<file path="config.mk">
export PLATFORM = sky130hd
export DESIGN_NAME = note_sequence_oscillator_top_flat
export DESIGN_NICKNAME = d
export VERILOG_FILES = /design/src/sv/nso_pkg.sv /design/src/sv/nso_if.sv /design/src/sv/nso_ctrl.sv /design/src/sv/nso_div.sv /design/src/sv/nso_dp.sv /design/src/sv/note_sequence_oscillator_top.sv /design/src/flat_wrapper.sv
export SDC_FILE = /design/constraint.sdc
export NUM_CORES = 2
export LEC_CHECK = 0
export BUFFER_PORTS_ARGS = -buffer_cell sky130_fd_sc_hd__buf_2
export CAP_MARGIN = 15
export CORE_MARGIN = 2
export CORE_UTILIZATION = 58
export CTS_BUF_LIST = sky130_fd_sc_hd__clkbuf_4
export CTS_CLUSTER_SIZE = 14
export DETAILED_ROUTE_END_ITERATION = 10
export PLACE_DENSITY_LB_ADDON = 0.25
export SLEW_MARGIN = 20
export SYNTH_ARGS = -nofsm -noshare
export SYNTH_HDL_FRONTEND = slang
export SYNTH_SLANG_ARGS = --single-unit
</file>
<file path="constraint.sdc">
create_clock -name clk -period 24.6 [get_ports clk]
set_input_delay 3.69 -clock clk [delete_from_list [all_inputs] [get_ports clk]]
set_output_delay 3.69 -clock clk [all_outputs]
set_load 0.02 [all_outputs]
</file>
<file path="src/sv/nso_pkg.sv">
// Package: shared constants, types and tables of the note sequence oscillator.
package nso_pkg;

    localparam int NOTE_SLOTS = 8;

    localparam logic [2:0] CFG_NOTE_COUNT   = 3'd0;
    localparam logic [2:0] CFG_SAMPLE_TOTAL = 3'd1;
    localparam logic [2:0] CFG_TONE_TABLE   = 3'd2;
    localparam logic [2:0] CFG_WAVE_TABLE   = 3'd3;
    localparam logic [2:0] CFG_VOLUME_TABLE = 3'd4;
    localparam logic [2:0] CFG_VOLUME_FULL  = 3'd5;
    localparam logic [2:0] CFG_ROOT_STEP    = 3'd6;

    localparam logic [2:0] WAVE_SINE     = 3'd0;
    localparam logic [2:0] WAVE_TRIANGLE = 3'd1;
    localparam logic [2:0] WAVE_SAW      = 3'd2;
    localparam logic [2:0] WAVE_SQUARE   = 3'd3;
    localparam logic [2:0] WAVE_NOISE    = 3'd4;

    localparam logic [15:0] LFSR_SEED = 16'hACE1;
    localparam logic [24:0] ONE_CYCLE = 25'h100_0000;

    // Operand selects of the shared multiplier.
    localparam logic [3:0] MS_NOTE  = 4'd0;  // idx * count
    localparam logic [3:0] MS_STEP  = 4'd1;  // root * ratio
    localparam logic [3:0] MS_Q2    = 4'd2;  // q * q
    localparam logic [3:0] MS_Q3    = 4'd3;  // q2 * q
    localparam logic [3:0] MS_ANG   = 4'd4;  // q3 * 4pi^2
    localparam logic [3:0] MS_X2    = 4'd5;  // x * x
    localparam logic [3:0] MS_T1    = 4'd6;  // C * x2
    localparam logic [3:0] MS_T2    = 4'd7;  // (B-t) * x2
    localparam logic [3:0] MS_S     = 4'd8;  // (A-t) * x
    localparam logic [3:0] MS_VOL   = 4'd9;  // |w| * vol
    localparam logic [3:0] MS_SCL   = 4'd10; // * 32767

    typedef struct packed {
        logic       start;     // load item, apply restart
        logic       mul_go;    // register product of selected operands
        logic [3:0] mul_sel;
        logic       div_go;    // start divider with dividend/divisor select
        logic       div_vol;   // 0: note division, 1: volume division
        logic       note_take; // latch note quotient
        logic       step_take; // latch phase step
        logic       wave_take; // form waveform from phase / sine result
        logic       done;      // commit state, present result
    } nso_cmd_t;

    typedef struct packed {
        logic div_busy;
        logic is_noise;
        logic is_sine;
    } nso_stat_t;

    function automatic logic [16:0] semitone_ratio(input logic [3:0] s);
        logic [16:0] r;
        begin
            case (s)
                4'd0:    r = 17'd65536;
                4'd1:    r = 17'd69433;
                4'd2:    r = 17'd73562;
                4'd3:    r = 17'd77935;
                4'd4:    r = 17'd82570;
                4'd5:    r = 17'd87480;
                4'd6:    r = 17'd92682;
                4'd7:    r = 17'd98193;
                4'd8:    r = 17'd104031;
                4'd9:    r = 17'd110217;
                4'd10:   r = 17'd116771;
                4'd11:   r = 17'd123715;
                default: r = 17'd65536;
            endcase
            return r;
        end
    endfunction

endpackage

</file>
<file path="src/sv/nso_if.sv">
// Interfaces: input and output beat channels.
interface nso_in_if;
    logic valid;
    logic ready;
    logic restart;
    modport source (output valid, output restart, input ready);
    modport sink (input valid, input restart, output ready);
endinterface

interface nso_out_if;
    logic        valid;
    logic        ready;
    logic signed [15:0] sample;
    logic        last;
    modport source (output valid, output sample, output last, input ready);
    modport sink (input valid, input sample, input last, output ready);
endinterface

</file>
<file path="src/sv/nso_ctrl.sv">
// Controller: sequences one sample through the shared multiplier and divider.
module nso_ctrl (
    input  logic              clk,
    input  logic              rst_n,
    input  logic              in_valid,
    output logic              in_ready,
    input  logic              out_busy,
    input  nso_pkg::nso_stat_t stat,
    output nso_pkg::nso_cmd_t  cmd
);
    import nso_pkg::*;

    localparam logic [3:0] S_IDLE  = 4'd0;
    localparam logic [3:0] S_NMUL  = 4'd1;
    localparam logic [3:0] S_NDIV  = 4'd2;
    localparam logic [3:0] S_NWAIT = 4'd3;
    localparam logic [3:0] S_SMUL  = 4'd4;
    localparam logic [3:0] S_SCHN  = 4'd5;
    localparam logic [3:0] S_VMUL  = 4'd6;
    localparam logic [3:0] S_VSCL  = 4'd7;
    localparam logic [3:0] S_VDIV  = 4'd8;
    localparam logic [3:0] S_VWAIT = 4'd9;
    localparam logic [3:0] S_DONE  = 4'd10;
    localparam logic [3:0] S_WAVE  = 4'd11;

    logic [3:0] state_reg, state_next;
    logic [3:0] chain_reg, chain_next;

    assign in_ready = (state_reg == S_IDLE) && !out_busy;

    always_comb
    begin
        state_next = state_reg;
        chain_next = chain_reg;
        cmd = '0;
        unique case (state_reg)
            S_IDLE:
            begin
                if (in_valid && !out_busy)
                begin
                    cmd.start = 1'b1;
                    state_next = S_NMUL;
                end
            end
            S_NMUL:
            begin
                cmd.mul_go = 1'b1;
                cmd.mul_sel = MS_NOTE;
                state_next = S_NDIV;
            end
            S_NDIV:
            begin
                cmd.div_go = 1'b1;
                state_next = S_NWAIT;
            end
            S_NWAIT:
            begin
                if (!stat.div_busy)
                begin
                    cmd.note_take = 1'b1;
                    state_next = S_SMUL;
                end
            end
            S_SMUL:
            begin
                cmd.mul_go = 1'b1;
                cmd.mul_sel = MS_STEP;
                chain_next = stat.is_noise ? MS_Q2 : MS_X2;
                state_next = S_SCHN;
            end
            S_SCHN:
            begin
                // Run the noise cube and sine polynomial one product a cycle.
                if (chain_reg == MS_Q2)
                begin
                    cmd.step_take = 1'b1;
                end
                if (!stat.is_sine && !stat.is_noise)
                begin
                    cmd.step_take = 1'b1;
                    state_next = S_WAVE;
                end
                else
                begin
                    if (chain_reg == MS_X2 && !stat.is_noise)
                    begin
                        cmd.step_take = 1'b1;
                    end
                    cmd.mul_go = 1'b1;
                    cmd.mul_sel = chain_reg;
                    if (chain_reg == MS_S)
                    begin
                        state_next = S_WAVE;
                    end
                    chain_next = chain_reg + 4'd1;
                end
            end
            S_WAVE:
            begin
                cmd.wave_take = 1'b1;
                state_next = S_VMUL;
            end
            S_VMUL:
            begin
                cmd.mul_go = 1'b1;
                cmd.mul_sel = MS_VOL;
                state_next = S_VSCL;
            end
            S_VSCL:
            begin
                cmd.mul_go = 1'b1;
                cmd.mul_sel = MS_SCL;
                state_next = S_VDIV;
            end
            S_VDIV:
            begin
                cmd.div_go = 1'b1;
                cmd.div_vol = 1'b1;
                state_next = S_VWAIT;
            end
            S_VWAIT:
            begin
                if (!stat.div_busy)
                begin
                    state_next = S_DONE;
                end
            end
            S_DONE:
            begin
                cmd.done = 1'b1;
                state_next = S_IDLE;
            end
            default:
            begin
                state_next = S_IDLE;
            end
        endcase
    end

    always_ff @(posedge clk or negedge rst_n)
    begin
        if (!rst_n)
        begin
            state_reg <= S_IDLE;
            chain_reg <= MS_X2;
        end
        else
        begin
            state_reg <= state_next;
            chain_reg <= chain_next;
        end
    end
endmodule

</file>
<file path="src/sv/nso_div.sv">
// Divider: restoring unsigned division, one quotient bit a cycle.
module nso_div (
    input  logic        clk,
    input  logic        rst_n,
    input  logic        go,
    input  logic [34:0] dividend,
    input  logic [19:0] divisor,
    output logic        busy,
    output logic [34:0] quotient
);
    logic [5:0]  cnt_reg;
    logic [34:0] q_reg;
    logic [20:0] r_reg;
    logic [19:0] d_reg;
    logic [20:0] trial;

    assign busy = (cnt_reg != 6'd0);
    assign quotient = q_reg;
    assign trial = {r_reg[19:0], q_reg[34]};

    always_ff @(posedge clk or negedge rst_n)
    begin
        if (!rst_n)
        begin
            cnt_reg <= 6'd0;
        end
        else if (go)
        begin
            cnt_reg <= 6'd35;
        end
        else if (busy)
        begin
            cnt_reg <= cnt_reg - 6'd1;
        end
    end

    always_ff @(posedge clk)
    begin
        if (go)
        begin
            q_reg <= dividend;
            r_reg <= '0;
            d_reg <= divisor;
        end
        else if (busy)
        begin
            if (trial >= {1'b0, d_reg})
            begin
                r_reg <= trial - {1'b0, d_reg};
                q_reg <= {q_reg[33:0], 1'b1};
            end
            else
            begin
                r_reg <= trial;
                q_reg <= {q_reg[33:0], 1'b0};
            end
        end
    end
endmodule

</file>
<file path="src/sv/nso_dp.sv">
// Datapath: configuration, state, shared multiplier and waveform logic.
module nso_dp (
    input  logic               clk,
    input  logic               rst_n,
    input  logic               cfg_we,
    input  logic [2:0]         cfg_index,
    input  logic [55:0]        cfg_data,
    input  logic               in_restart,
    input  nso_pkg::nso_cmd_t  cmd,
    output nso_pkg::nso_stat_t stat,
    output logic               out_valid,
    input  logic               out_ready,
    output logic signed [15:0] out_sample,
    output logic               out_last
);
    import nso_pkg::*;

    logic [3:0]  note_count_reg;
    logic [15:0] sample_total_reg;
    logic [55:0] tone_table_reg;
    logic [23:0] wave_table_reg;
    logic [31:0] volume_table_reg;
    logic [3:0]  volume_full_reg;
    logic [23:0] root_step_reg;

    logic [15:0] sample_index_reg;
    logic [24:0] phase_reg;
    logic [15:0] noise_lfsr_reg;

    logic [15:0] idx_reg;
    logic        lastf_reg;
    logic [2:0]  note_reg;
    logic [24:0] step_reg;
    logic [47:0] prod_reg;
    logic [16:0] ratio_reg;
    logic [4:0]  shift_reg;
    logic [16:0] x_reg, x2_reg;
    logic [16:0] q_reg;
    logic [1:0]  quad_reg;
    logic        neg_reg;
    logic [16:0] mag_reg;
    logic        valid_reg;
    logic signed [15:0] sample_reg;
    logic        last_reg;

    logic [3:0]  count;
    logic [15:0] total;
    logic [15:0] tm1;
    logic [3:0]  full;
    logic [2:0]  note_cur;
    logic [6:0]  tone;
    logic [2:0]  code;
    logic [3:0]  vol;
    logic [7:0]  dsum;
    logic [15:0] dmul;
    logic [3:0]  dq;
    logic [3:0]  dr;
    logic [31:0] ma, mb;
    logic [47:0] step_full;
    logic [24:0] step_sat;
    logic [24:0] ph_add;
    logic [23:0] sin_ang;
    logic [21:0] rr;
    logic [22:0] rfold;
    logic        div_busy;
    logic [34:0] div_q;
    logic [34:0] div_a;
    logic [19:0] div_b;
    logic [16:0] s_cap;
    logic [16:0] mag_next;
    logic        neg_next;
    logic        lfsr_bit;
    logic [15:0] lfsr_new;
    logic [16:0] div_mag;

    assign count = (note_count_reg == 4'd0) ? 4'd1 :
                   (note_count_reg > 4'(NOTE_SLOTS)) ? 4'(NOTE_SLOTS) : note_count_reg;
    assign total = (sample_total_reg == 16'd0) ? 16'd1 : sample_total_reg;
    assign tm1 = total - 16'd1;
    assign full = (volume_full_reg == 4'd0) ? 4'd1 : volume_full_reg;
    // The note quotient is already valid on the cycle it is latched.
    assign note_cur = cmd.note_take ? div_q[2:0] : note_reg;
    assign tone = tone_table_reg[7 * note_cur +: 7];
    assign code = wave_table_reg[3 * note_cur +: 3];
    assign vol = volume_table_reg[4 * note_cur +: 4];
    assign dsum = {1'b0, tone} + 8'd12;
    // Split tone+12 into octave and semitone; 171/2048 stands in for 1/12 over 0..139.
    assign dmul = 16'(dsum) * 16'd171;
    assign dq = dmul[14:11];
    assign dr = 4'(dsum - {4'd0, dq} * 8'd12);

    assign stat.div_busy = div_busy;
    assign stat.is_noise = (code == WAVE_NOISE);
    assign stat.is_sine = (code == WAVE_SINE);

    // Sine angle: noise takes the cubed phase, scaled by the 4pi^2 product, straight from the product.
    assign sin_ang = (code == WAVE_NOISE) ? prod_reg[31:8] : phase_reg[23:0];
    assign rr = sin_ang[21:0];
    assign rfold = sin_ang[22] ? (23'h40_0000 - {1'b0, rr}) : {1'b0, rr};

    always_comb
    begin
        ma = '0;
        mb = '0;
        case (cmd.mul_sel)
            MS_NOTE: begin ma = 32'(idx_reg); mb = 32'(count); end
            MS_STEP: begin ma = 32'(root_step_reg); mb = 32'(ratio_reg); end
            MS_Q2:   begin ma = 32'(phase_reg[24:8]); mb = 32'(phase_reg[24:8]); end
            MS_Q3:   begin ma = 32'(prod_reg[32:16]); mb = 32'(q_reg); end
            MS_ANG:  begin ma = 32'(prod_reg[32:16]); mb = 32'd2587239; end
            MS_X2:   begin ma = 32'(rfold[22:6]); mb = 32'(rfold[22:6]); end
            MS_T1:   begin ma = 32'd4640; mb = 32'(prod_reg[32:16]); end
            MS_T2:   begin ma = 32'd42047 - 32'(prod_reg[31:16]); mb = 32'(x2_reg); end
            MS_S:    begin ma = 32'd102944 - 32'(prod_reg[31:16]); mb = 32'(x_reg); end
            MS_VOL:  begin ma = 32'(mag_reg); mb = 32'(vol); end
            MS_SCL:  begin ma = 32'(prod_reg[20:0]); mb = 32'd32767; end
            default: begin ma = '0; mb = '0; end
        endcase
    end

    assign step_full = prod_reg >> shift_reg;
    assign step_sat = (step_full > 48'(ONE_CYCLE)) ? ONE_CYCLE : step_full[24:0];
    assign ph_add = phase_reg + step_reg;

    assign div_a = cmd.div_vol ? prod_reg[34:0] : 35'(prod_reg[19:0]);
    assign div_b = cmd.div_vol ? 20'(full) * 20'd32768 : 20'(total);

    nso_div u_div (
        .clk       (clk),
        .rst_n     (rst_n),
        .go        (cmd.div_go),
        .dividend  (div_a),
        .divisor   (div_b),
        .busy      (div_busy),
        .quotient  (div_q)
    );

    assign s_cap = (prod_reg[47:16] > 32'd65536) ? 17'd65536 : prod_reg[32:16];

    always_comb
    begin
        mag_next = '0;
        neg_next = 1'b0;
        case (code)
            WAVE_SINE, WAVE_NOISE:
            begin
                mag_next = {1'b0, s_cap[16:1]};
                neg_next = quad_reg[1] && (s_cap[16:1] != 16'd0);
            end
            WAVE_TRIANGLE:
            begin
                if (!phase_reg[23] && !phase_reg[24])
                begin
                    neg_next = (phase_reg[24:7] < 18'd32768);
                    mag_next = neg_next ? 17'(18'd32768 - phase_reg[24:7])
                                        : 17'(phase_reg[24:7] - 18'd32768);
                end
                else
                begin
                    neg_next = (phase_reg[24:7] > 18'd98304);
                    mag_next = neg_next ? 17'(phase_reg[24:7] - 18'd98304)
                                        : 17'(18'd98304 - phase_reg[24:7]);
                end
            end
            WAVE_SAW:
            begin
                neg_next = (phase_reg[24:8] < 17'd32768);
                mag_next = neg_next ? 17'd32768 - phase_reg[24:8]
                                    : phase_reg[24:8] - 17'd32768;
            end
            WAVE_SQUARE:
            begin
                neg_next = !(phase_reg >= 25'h80_0000);
                mag_next = 17'd32768;
            end
            default:
            begin
                mag_next = '0;
                neg_next = 1'b0;
            end
        endcase
    end

    assign lfsr_bit = noise_lfsr_reg[0] ^ noise_lfsr_reg[2] ^ noise_lfsr_reg[3]
                      ^ noise_lfsr_reg[5];
    assign lfsr_new = {lfsr_bit, noise_lfsr_reg[15:1]};
    assign div_mag = (div_q > 35'd32767) ? 17'd32767 : 17'(div_q);

    always_ff @(posedge clk or negedge rst_n)
    begin
        if (!rst_n)
        begin
            note_count_reg <= 4'd8;
            sample_total_reg <= 16'd22050;
            tone_table_reg <= '0;
            wave_table_reg <= '0;
            volume_table_reg <= '0;
            volume_full_reg <= 4'd15;
            root_step_reg <= '0;
            sample_index_reg <= '0;
            phase_reg <= '0;
            noise_lfsr_reg <= LFSR_SEED;
            valid_reg <= 1'b0;
            note_reg <= '0;
        end
        else
        begin
            if (cfg_we)
            begin
                unique case (cfg_index)
                    CFG_NOTE_COUNT:   note_count_reg <= cfg_data[3:0];
                    CFG_SAMPLE_TOTAL: sample_total_reg <= cfg_data[15:0];
                    CFG_TONE_TABLE:   tone_table_reg <= cfg_data;
                    CFG_WAVE_TABLE:   wave_table_reg <= cfg_data[23:0];
                    CFG_VOLUME_TABLE: volume_table_reg <= cfg_data[31:0];
                    CFG_VOLUME_FULL:  volume_full_reg <= cfg_data[3:0];
                    CFG_ROOT_STEP:    root_step_reg <= cfg_data[23:0];
                    default:          ;
                endcase
            end
            if (out_valid && out_ready)
            begin
                valid_reg <= 1'b0;
            end
            if (cmd.start && in_restart)
            begin
                sample_index_reg <= '0;
                phase_reg <= '0;
            end
            if (cmd.note_take)
            begin
                note_reg <= div_q[2:0];
            end
            if (cmd.done)
            begin
                valid_reg <= 1'b1;
                if (lastf_reg)
                begin
                    sample_index_reg <= '0;
                    phase_reg <= '0;
                end
                else
                begin
                    sample_index_reg <= sample_index_reg + 16'd1;
                    if (code == WAVE_NOISE && sample_index_reg[5:0] == 6'd0)
                    begin
                        phase_reg <= {1'b0, lfsr_new[6:0], 17'd0};
                    end
                    else
                    begin
                        phase_reg <= (ph_add > ONE_CYCLE) ? 25'd0 : ph_add;
                    end
                end
                if (code == WAVE_NOISE && sample_index_reg[5:0] == 6'd0)
                begin
                    noise_lfsr_reg <= lfsr_new;
                end
            end
        end
    end

    always_ff @(posedge clk)
    begin
        if (cmd.start)
        begin
            if (in_restart)
            begin
                idx_reg <= '0;
                lastf_reg <= (tm1 == 16'd0);
            end
            else
            begin
                idx_reg <= (sample_index_reg > tm1) ? tm1 : sample_index_reg;
                lastf_reg <= (sample_index_reg >= tm1);
            end
        end
        if (cmd.mul_go)
        begin
            prod_reg <= 48'(ma) * 48'(mb);
        end
        if (cmd.note_take)
        begin
            ratio_reg <= semitone_ratio(dr);
            shift_reg <= 5'd20 - {1'b0, dq};
        end
        if (cmd.step_take)
        begin
            step_reg <= step_sat;
        end
        if (cmd.mul_go)
        begin
            case (cmd.mul_sel)
                MS_Q2: q_reg <= phase_reg[24:8];
                MS_X2:
                begin
                    x_reg <= rfold[22:6];
                    quad_reg <= sin_ang[23:22];
                end
                MS_T1: x2_reg <= prod_reg[32:16];
                default: ;
            endcase
        end
        if (cmd.wave_take)
        begin
            mag_reg <= mag_next;
            neg_reg <= neg_next;
        end
        if (cmd.done)
        begin
            sample_reg <= neg_reg ? -$signed({1'b0, div_mag[14:0]}) - 16'sd0
                                  : $signed({1'b0, div_mag[14:0]});
            last_reg <= lastf_reg;
        end
    end

    assign out_valid = valid_reg;
    assign out_sample = sample_reg;
    assign out_last = last_reg;
endmodule

</file>
<file path="src/sv/note_sequence_oscillator_top.sv">
// Top level: note sequence oscillator, one audio sample per input beat.
//
// Each accepted beat yields one signed sample. The sample is worked out by
// a controller that steps one shared 32x32 multiplier and one bit-serial
// divider: the note division, the step scaling, the sine polynomial (and
// the noise cube before it) and the volume division go through them one
// after another. Sine and noise codes run the polynomial products, while
// triangle, saw, square and silent codes skip them; both divisions have a
// 35-bit dividend. A new beat is taken only while the controller is idle
// and once the previous result has left the output register, so no beat
// is taken before the previous sample is finished.
module note_sequence_oscillator_top (
    input  logic         clk,
    input  logic         rst_n,
    input  logic         cfg_we,
    input  logic [2:0]   cfg_index,
    input  logic [55:0]  cfg_data,
    nso_in_if.sink       in_ch,
    nso_out_if.source    out_ch
);
    import nso_pkg::*;

    nso_cmd_t  cmd;
    nso_stat_t stat;

    nso_ctrl u_ctrl (
        .clk      (clk),
        .rst_n    (rst_n),
        .in_valid (in_ch.valid),
        .in_ready (in_ch.ready),
        .out_busy (out_ch.valid),
        .stat     (stat),
        .cmd      (cmd)
    );

    nso_dp u_dp (
        .clk        (clk),
        .rst_n      (rst_n),
        .cfg_we     (cfg_we),
        .cfg_index  (cfg_index),
        .cfg_data   (cfg_data),
        .in_restart (in_ch.restart),
        .cmd        (cmd),
        .stat       (stat),
        .out_valid  (out_ch.valid),
        .out_ready  (out_ch.ready),
        .out_sample (out_ch.sample),
        .out_last   (out_ch.last)
    );

    // Never take a beat while a result still waits.
    a_no_accept_full: assert property (@(posedge clk) disable iff (!rst_n)
        out_ch.valid |-> !in_ch.ready) else $error("beat taken over pending result");

    // Result appears only after a finish command.
    a_valid_rise: assert property (@(posedge clk) disable iff (!rst_n)
        $rose(out_ch.valid) |-> $past(cmd.done)) else $error("result without finish");
endmodule
</file>
<file path="src/flat_wrapper.sv">
// flat-port wrapper written by rule: the top's interface ports become plain ports
module note_sequence_oscillator_top_flat import nso_pkg::*;
  (clk, rst_n, cfg_we, cfg_index, cfg_data, in_ch_valid, in_ch_restart, in_ch_ready, out_ch_valid, out_ch_sample, out_ch_last, out_ch_ready);
  nso_in_if in_ch_i ();
  nso_out_if out_ch_i ();
  input  logic clk;
  input  logic rst_n;
  input  logic cfg_we;
  input  logic [2:0] cfg_index;
  input  logic [55:0] cfg_data;
  input wire logic [$bits(in_ch_i.valid)-1:0] in_ch_valid;
  input wire logic [$bits(in_ch_i.restart)-1:0] in_ch_restart;
  output wire logic [$bits(in_ch_i.ready)-1:0] in_ch_ready;
  output wire logic [$bits(out_ch_i.valid)-1:0] out_ch_valid;
  output wire logic [$bits(out_ch_i.sample)-1:0] out_ch_sample;
  output wire logic [$bits(out_ch_i.last)-1:0] out_ch_last;
  input wire logic [$bits(out_ch_i.ready)-1:0] out_ch_ready;
  assign in_ch_i.valid = in_ch_valid;
  assign in_ch_i.restart = in_ch_restart;
  assign in_ch_ready = in_ch_i.ready;
  assign out_ch_valid = out_ch_i.valid;
  assign out_ch_sample = out_ch_i.sample;
  assign out_ch_last = out_ch_i.last;
  assign out_ch_i.ready = out_ch_ready;
  note_sequence_oscillator_top u_core (.clk(clk), .rst_n(rst_n), .cfg_we(cfg_we), .cfg_index(cfg_index), .cfg_data(cfg_data), .in_ch(in_ch_i), .out_ch(out_ch_i));
endmodule
</file>
# == After elaboration in Yosys (flattened, before gate mapping) ==
# Memories as Yosys holds them, arrays and structs flattened. A register that Yosys moved wholly into a read port is not among the register bits.
# Index checks and enable logic that the tools add are counted.
# classes
n_lt_le_gt_ge,12
mux,62
eq_ne,39
multipliers,5
add_sub_neg,19
bitwise,4
n_shift,4
reduce_logical,47
# ops
op,n
$pmux 32 s10,1
$pmux 22 s11,1
$mux 25,5
$mux 35,3
$mux 16,6
$mux 17,5
$pmux 17 s4,1
$shiftx 56x7->7,1
$gt 48x25->1 const B,1
$mul 32x32->48,1
$shr 48x5->48,1
$pmux 4 s11,1
$eq 4x3->1 const B,9
$gt 35x15->1 const B,1
$sub 16x17->17 const A,2
$sub 17x16->17 const B,2
$eq 4x4->1 const B,8
$gt 32x17->1 const B,1
$logic_not 16->1,2
$mux 4,8
$shiftx 32x6->4,1
$mux 15,2
$add 25x25->25,1
$ge 25x24->1 const B,1
58 further kinds,127
# word_totals
wordCells,228
n_memories,1
out_inout_bits,19
in_bits,65
reg_bits,510
romBits,256
# memory_table
name,depth,word_bits,read_ports,rd_clocked_by_memory_dff,wr,line,source
(no name shown),16,16,1,1,0,nso_pkg.sv:57,case (s)

# == Longest topological paths before layout ==
# logic_depth
depth_word,15
ltp_mapped,46
mapped_depth_nobuf,41

# == Cells and area by module ==
# A second synthesis with hierarchy kept.
# unflattened
hier_cells,5081
hier_area_um2,50678.6
# modules_own_cells
module,seq_area_each_um2,area_per_inst_um2,n_inst,cells_each
nso_dp,11499.8,45434.8,1,4586
nso_div,2202.1,4520.6,1,405
nso_ctrl,202.7,723.2,1,90

# == Worst setup path after synthesis ==
# OpenSTA, ideal clock, no wires.
# synth_timing
path_type,reg2reg
startpoint,register u_core.u_dp.u_div.cnt_reg[0]
endpoint,"register u_core.u_dp.prod_reg[43], data pin"
n_path_buf,4
stages_incl_launch_ff,41
arrival_time_ps,10543
setup_slack_ps,13798
cell_sequence,dfrtp_1 -> inv_1 -> ha_1 -> nor2b_1 -> nand3_4 -> mux2i_4 -> inv_4 -> buf_6 -> mux2i_1 -> mux2_2 -> buf_4 -> nor3_1 -> nand2b_1 -> inv_2 -> buf_1 -> a221o_1 -> buf_2 -> nand2_1 -> [5 not listed] -> inv_1 -> fa_1 -> fa_1 -> fa_1 -> inv_1 -> fa_1 -> inv_1 -> ha_1 -> and3_1 -> a221o_1 -> nor4_1 -> o21a_1 -> a21boi_0 -> o21ai_0 -> a21oi_1 -> a311o_1 -> a31oi_1 -> xnor2_1
# synth_between
elab_chain_cells,15
word_cells_on_any_way,32
classes_between,add/sub (1); mul (2); eq/ne (11); shift (2); mux (9); reduce/logical (7)
# synth_rtl
item,line,source
"start, declared",nso_div.sv:11,logic [5:0] cnt_reg;
"start signal, assigned",nso_div.sv:33,cnt_reg <= cnt_reg - 6'd1;
$reduce_bool 6->1 *,nso_div.sv:17,assign busy = (cnt_reg != 6'd0);
$mux 1 *,nso_ctrl.sv:58,if (!stat.div_busy)
$mux 1 *,nso_ctrl.sv:36,unique case (state_reg)
$mux 3 *,-,
"parallel branches: the longest is 10 deep, another holds $sub 23x22->23",-,
$mul 32x32->48 *,nso_dp.sv:279,prod_reg <= 48'(ma) * 48'(mb);
"end signal, assigned",nso_dp.sv:279,
"end, declared",nso_dp.sv:34,logic [47:0] prod_reg;
# Every way passes the cells marked *.
# A chain may end at the register's enable or synchronous reset.

# == Worst setup path in the final report ==
# Ends and elaborated chain as after synthesis.

==> metrics.md <==
| Metric | Value |
|---|---|
| Outcome | `completed` |
| Number of flops mapped to enable cells by yosys | `252` |
| Router iterations before antenna repair | `9` |
| DP Area | `0.05227 mm²` |
| I/O Pins | `between 80 and 90` |
| Fin util | `62.39%` |
| Root buf cell | `clkbuf_4` |
| R2r setup slk | `roughly 11 ns` |
| Synth area leaders | `fa_1 (20%), edfxtp_1 (15%), dfrtp_1 (11%)` |
| Share of cells above drive strength 1 | `roughly 14%` |
| First-pass GRT wire length | `roughly 240000 µm` |
| Vias in the first global route | `between 40k and 50k` |
| Synthesized area | `0.05054 mm²` |
| GRT Util Overall | `between 30% and 40%` |
| Worst Setup Start Kind | `flop` |
| Max-Cap Viols | `0` |
| Reg2Reg Depth | `37` |
| Yosys cell types | `between 90 and 100` |
| Clock skew | `~0.056 ns` |
| CP endpoint kind | `flop` |
| Initial drt markers | `4195` |
| WP data arrival | `~15 ns` |
| Hold_buf cts | `0` |
| Seq/Total Area, Yosys | `a little over a quarter` |
| Setup_tns | `0 ns` |
| Top FF cell, synth | `edfxtp_1` |
| PostCTS Resize Cnt | `0` |
| Min Tclk post-route | `roughly 14 ns` |
| Slowest stage cell on the critical path | `nor2b_1` |
| Actual slew at the worst max-slew pin | `1.116 ns` |
| Sink Count | `507` |
| Avg Inst Size Synth | `just under 10 µm²` |
| RSZ-0062 raised after global routing | `no` |
| GRT overflow | `0` |
| Vias per cell | `just over 6` |
| CORE AREA | `approximately 0.087 mm²` |
| Nets@finish | `a little over 6k` |
| Worst Setup EP | `u_core.u_dp.prod_reg[43]$_DFFE_PP_` |
| GPL Wtd Cong | `between 1 and 1.5` |
| Design area | `approximately 0.054 mm²` |
| Worst relative slew slack | `24.99%` |
| Synth Register Bits | `around 510` |
| Final wirelength | `155000 µm` |
| Setup bufs post-CTS | `0` |
| Inserted Clock Buffers | `137` |
| Crit path max fanout | `31` |
| Final Hold Viols | `0` |
| F_max | `71.12 MHz` |
| Port-buffer cells | `83` |
| TritonCTS clock tree | `built` |
| Largest net degree at the start of global routing | `around 180` |
| Most frequent cells in the layout | `inv_1 (752), nand2_1 (686), fa_1 (506)` |
| Clk_lat worst skew | `slightly above 1 ns` |
| Cell taking the most area after synthesis | `fa_1` |
| Clock buffer depth | `3` |
| Vias post-DR | `slightly above 40k` |
| Critical R2R Launch | `u_core.u_dp.u_div.cnt_reg[0]$_DFFE_PN0P_` |
| Number of flip-flops in the largest register | `56` |
| Starting Density | `between 50% and 60%` |
| Site Rows | `108` |
| Critical setup path kind | `flop to flop` |
| Gate Count Post-Synth | `around 5.3k` |
| Initial antenna violation count | `8` |
| Area fraction of the dominant cell type after synthesis | `20.04%` |
| Hold Path Class | `flop to flop` |
| Commonest non-fill, non-tap cell in the layout | `inv_1` |
| RR Endpoint | `u_core.u_dp.prod_reg[43]$_DFFE_PP_` |
| Die width | `299.2 µm` |
| CP Data Required Time | `about 25 ns` |
| Post-DP HPWL | `115200 µm` |
| Fin. max-slew vios | `0` |
| Crit. Startpoint | `u_core.u_dp.u_div.cnt_reg[0]$_DFFE_PN0P_` |
| Detail Route Antenna Nets | `0` |
| Drc violations | `0` |
| Height of the die | `approximately 300 µm` |
| Yosys warns | `0` |
| Setup violators final | `0` |
| WL/cell | `roughly 23 µm` |
| CP most frequent cell | `fa_1` |
| CP max stage delay | `approximately 0.83 ns` |
| H-tree Lvls | `4` |
| Synth-to-Final Area Change | `6.924%` |
| Async set-reset flop share out of synthesis | `46.35%` |
| Die area | `0.08952 mm²` |
| Period utilisation layout | `between 50% and 60%` |
| CTS clock-pin slew for the worst setup and hold paths | `~0.07 ns` |
[layer usage]
layer | up-vias | wire length [µm] | part of all wire, % | global-route usage, %
met3 | 452 | 14730 | 9.5 | 7.937
met5 | - | 0 | 0 | 0
met1 | 20150 | 61110 | 39 | 47.10
met4 | 0 | 8851 | 5.7 | 18.75
met2 | 1931 | 70310 | 45 | 54.72
li1 | 18020 | - | - | -
[cell type report]
cell class                      count  area, µm²
Timing Repair Buffer              195       1279
Inverter                          755       2836
Clock inverter                     56      331.6
Sequential cell                   507      13870
Antenna cell                        6      15.01
Multi-Input combinational cell   3739      32840
Fill cell                        7283      32580
Tap cell                         1155       1445
Clock buffer                      189       1419
[kinds of logic after synthesis]
family / synth area share, %
other cells: 0.01486
mux: 8.620
buf+inv: 7.991
simple gates: 14.13
flops: 27.45
xor+xnor: 2.703
fa+ha+maj: 27.17
compound gates: 11.92
[worst max-delay path: cells and delay by family (launching register included)]
kind,cells,cell delay [ns]
fa+ha+maj,9,4.09
simple gates,7,3.02
flops,1,0.40
mux,3,1.09
buf+inv,7,1.03
compound gates,10,4.02
xor+xnor,1,0.10
[synth_stat cells (35+ instances only)]
| library cell | instances |
|---|---|
| nand2_1 | 686 |
| dfrtp_1 | 214 |
| a211oi_1 | 39 |
| nor2_1 | 315 |
| nand3_1 | 63 |
| xnor2_1 | 93 |
| inv_1 | 752 |
| a21o_1 | 43 |
| nor3_1 | 74 |
| xor2_1 | 63 |
| buf_2 | 70 |
| ha_1 | 288 |
| mux4_2 | 49 |
| nand2b_1 | 45 |
| o21ai_0 | 178 |
| mux2_2 | 201 |
| clkbuf_1 | 186 |
| a21oi_1 | 178 |
| nor4_1 | 39 |
| nand4_1 | 35 |
| and2_1 | 107 |
| a31oi_1 | 40 |
| edfxtp_1 | 252 |
| a22o_1 | 41 |
| nor2b_1 | 70 |
| mux2i_1 | 93 |
| fa_1 | 506 |
[how the worst min path moves through the flow]
stage               depth (start not counted)                                 endpoint                                     from
floorplan                                   0          u_core.u_dp.q_reg[16]$_DFFE_PP_    u_core.u_dp.phase_reg[24]$_DFFE_PN0P_
global placement                            2  u_core.u_dp.u_div.r_reg[2]$_SDFFE_PN0P_  u_core.u_dp.u_div.r_reg[2]$_SDFFE_PN0P_
detailed placement                          2  u_core.u_dp.u_div.r_reg[2]$_SDFFE_PN0P_  u_core.u_dp.u_div.r_reg[2]$_SDFFE_PN0P_
CTS                                         2  u_core.u_dp.u_div.r_reg[2]$_SDFFE_PN0P_  u_core.u_dp.u_div.r_reg[2]$_SDFFE_PN0P_
global route                                2  u_core.u_dp.u_div.r_reg[7]$_SDFFE_PN0P_  u_core.u_dp.u_div.r_reg[7]$_SDFFE_PN0P_
finish                                      2  u_core.u_dp.u_div.r_reg[2]$_SDFFE_PN0P_  u_core.u_dp.u_div.r_reg[2]$_SDFFE_PN0P_
[metrics by stage]
stage / worst slack [ns] / hold slack (ns) / instances
6_report: 10.54 / 0.4683 / 6602
5_1_grt: 9.911 / 0.5001 / 6599
4_1_cts: 10.75 / 0.4680 / 6596
3_5_place_dp: 10.86 / 0.4567 / 6351
3_3_place_gp: 11.18 / 0.4581 / 6351
2_1_floorplan: 13.80 / 0.4231 / 5281
Power is left out: the tool's default activity adds up to more than one toggle a clock period on the data nets, which glitch-free logic cannot reach.
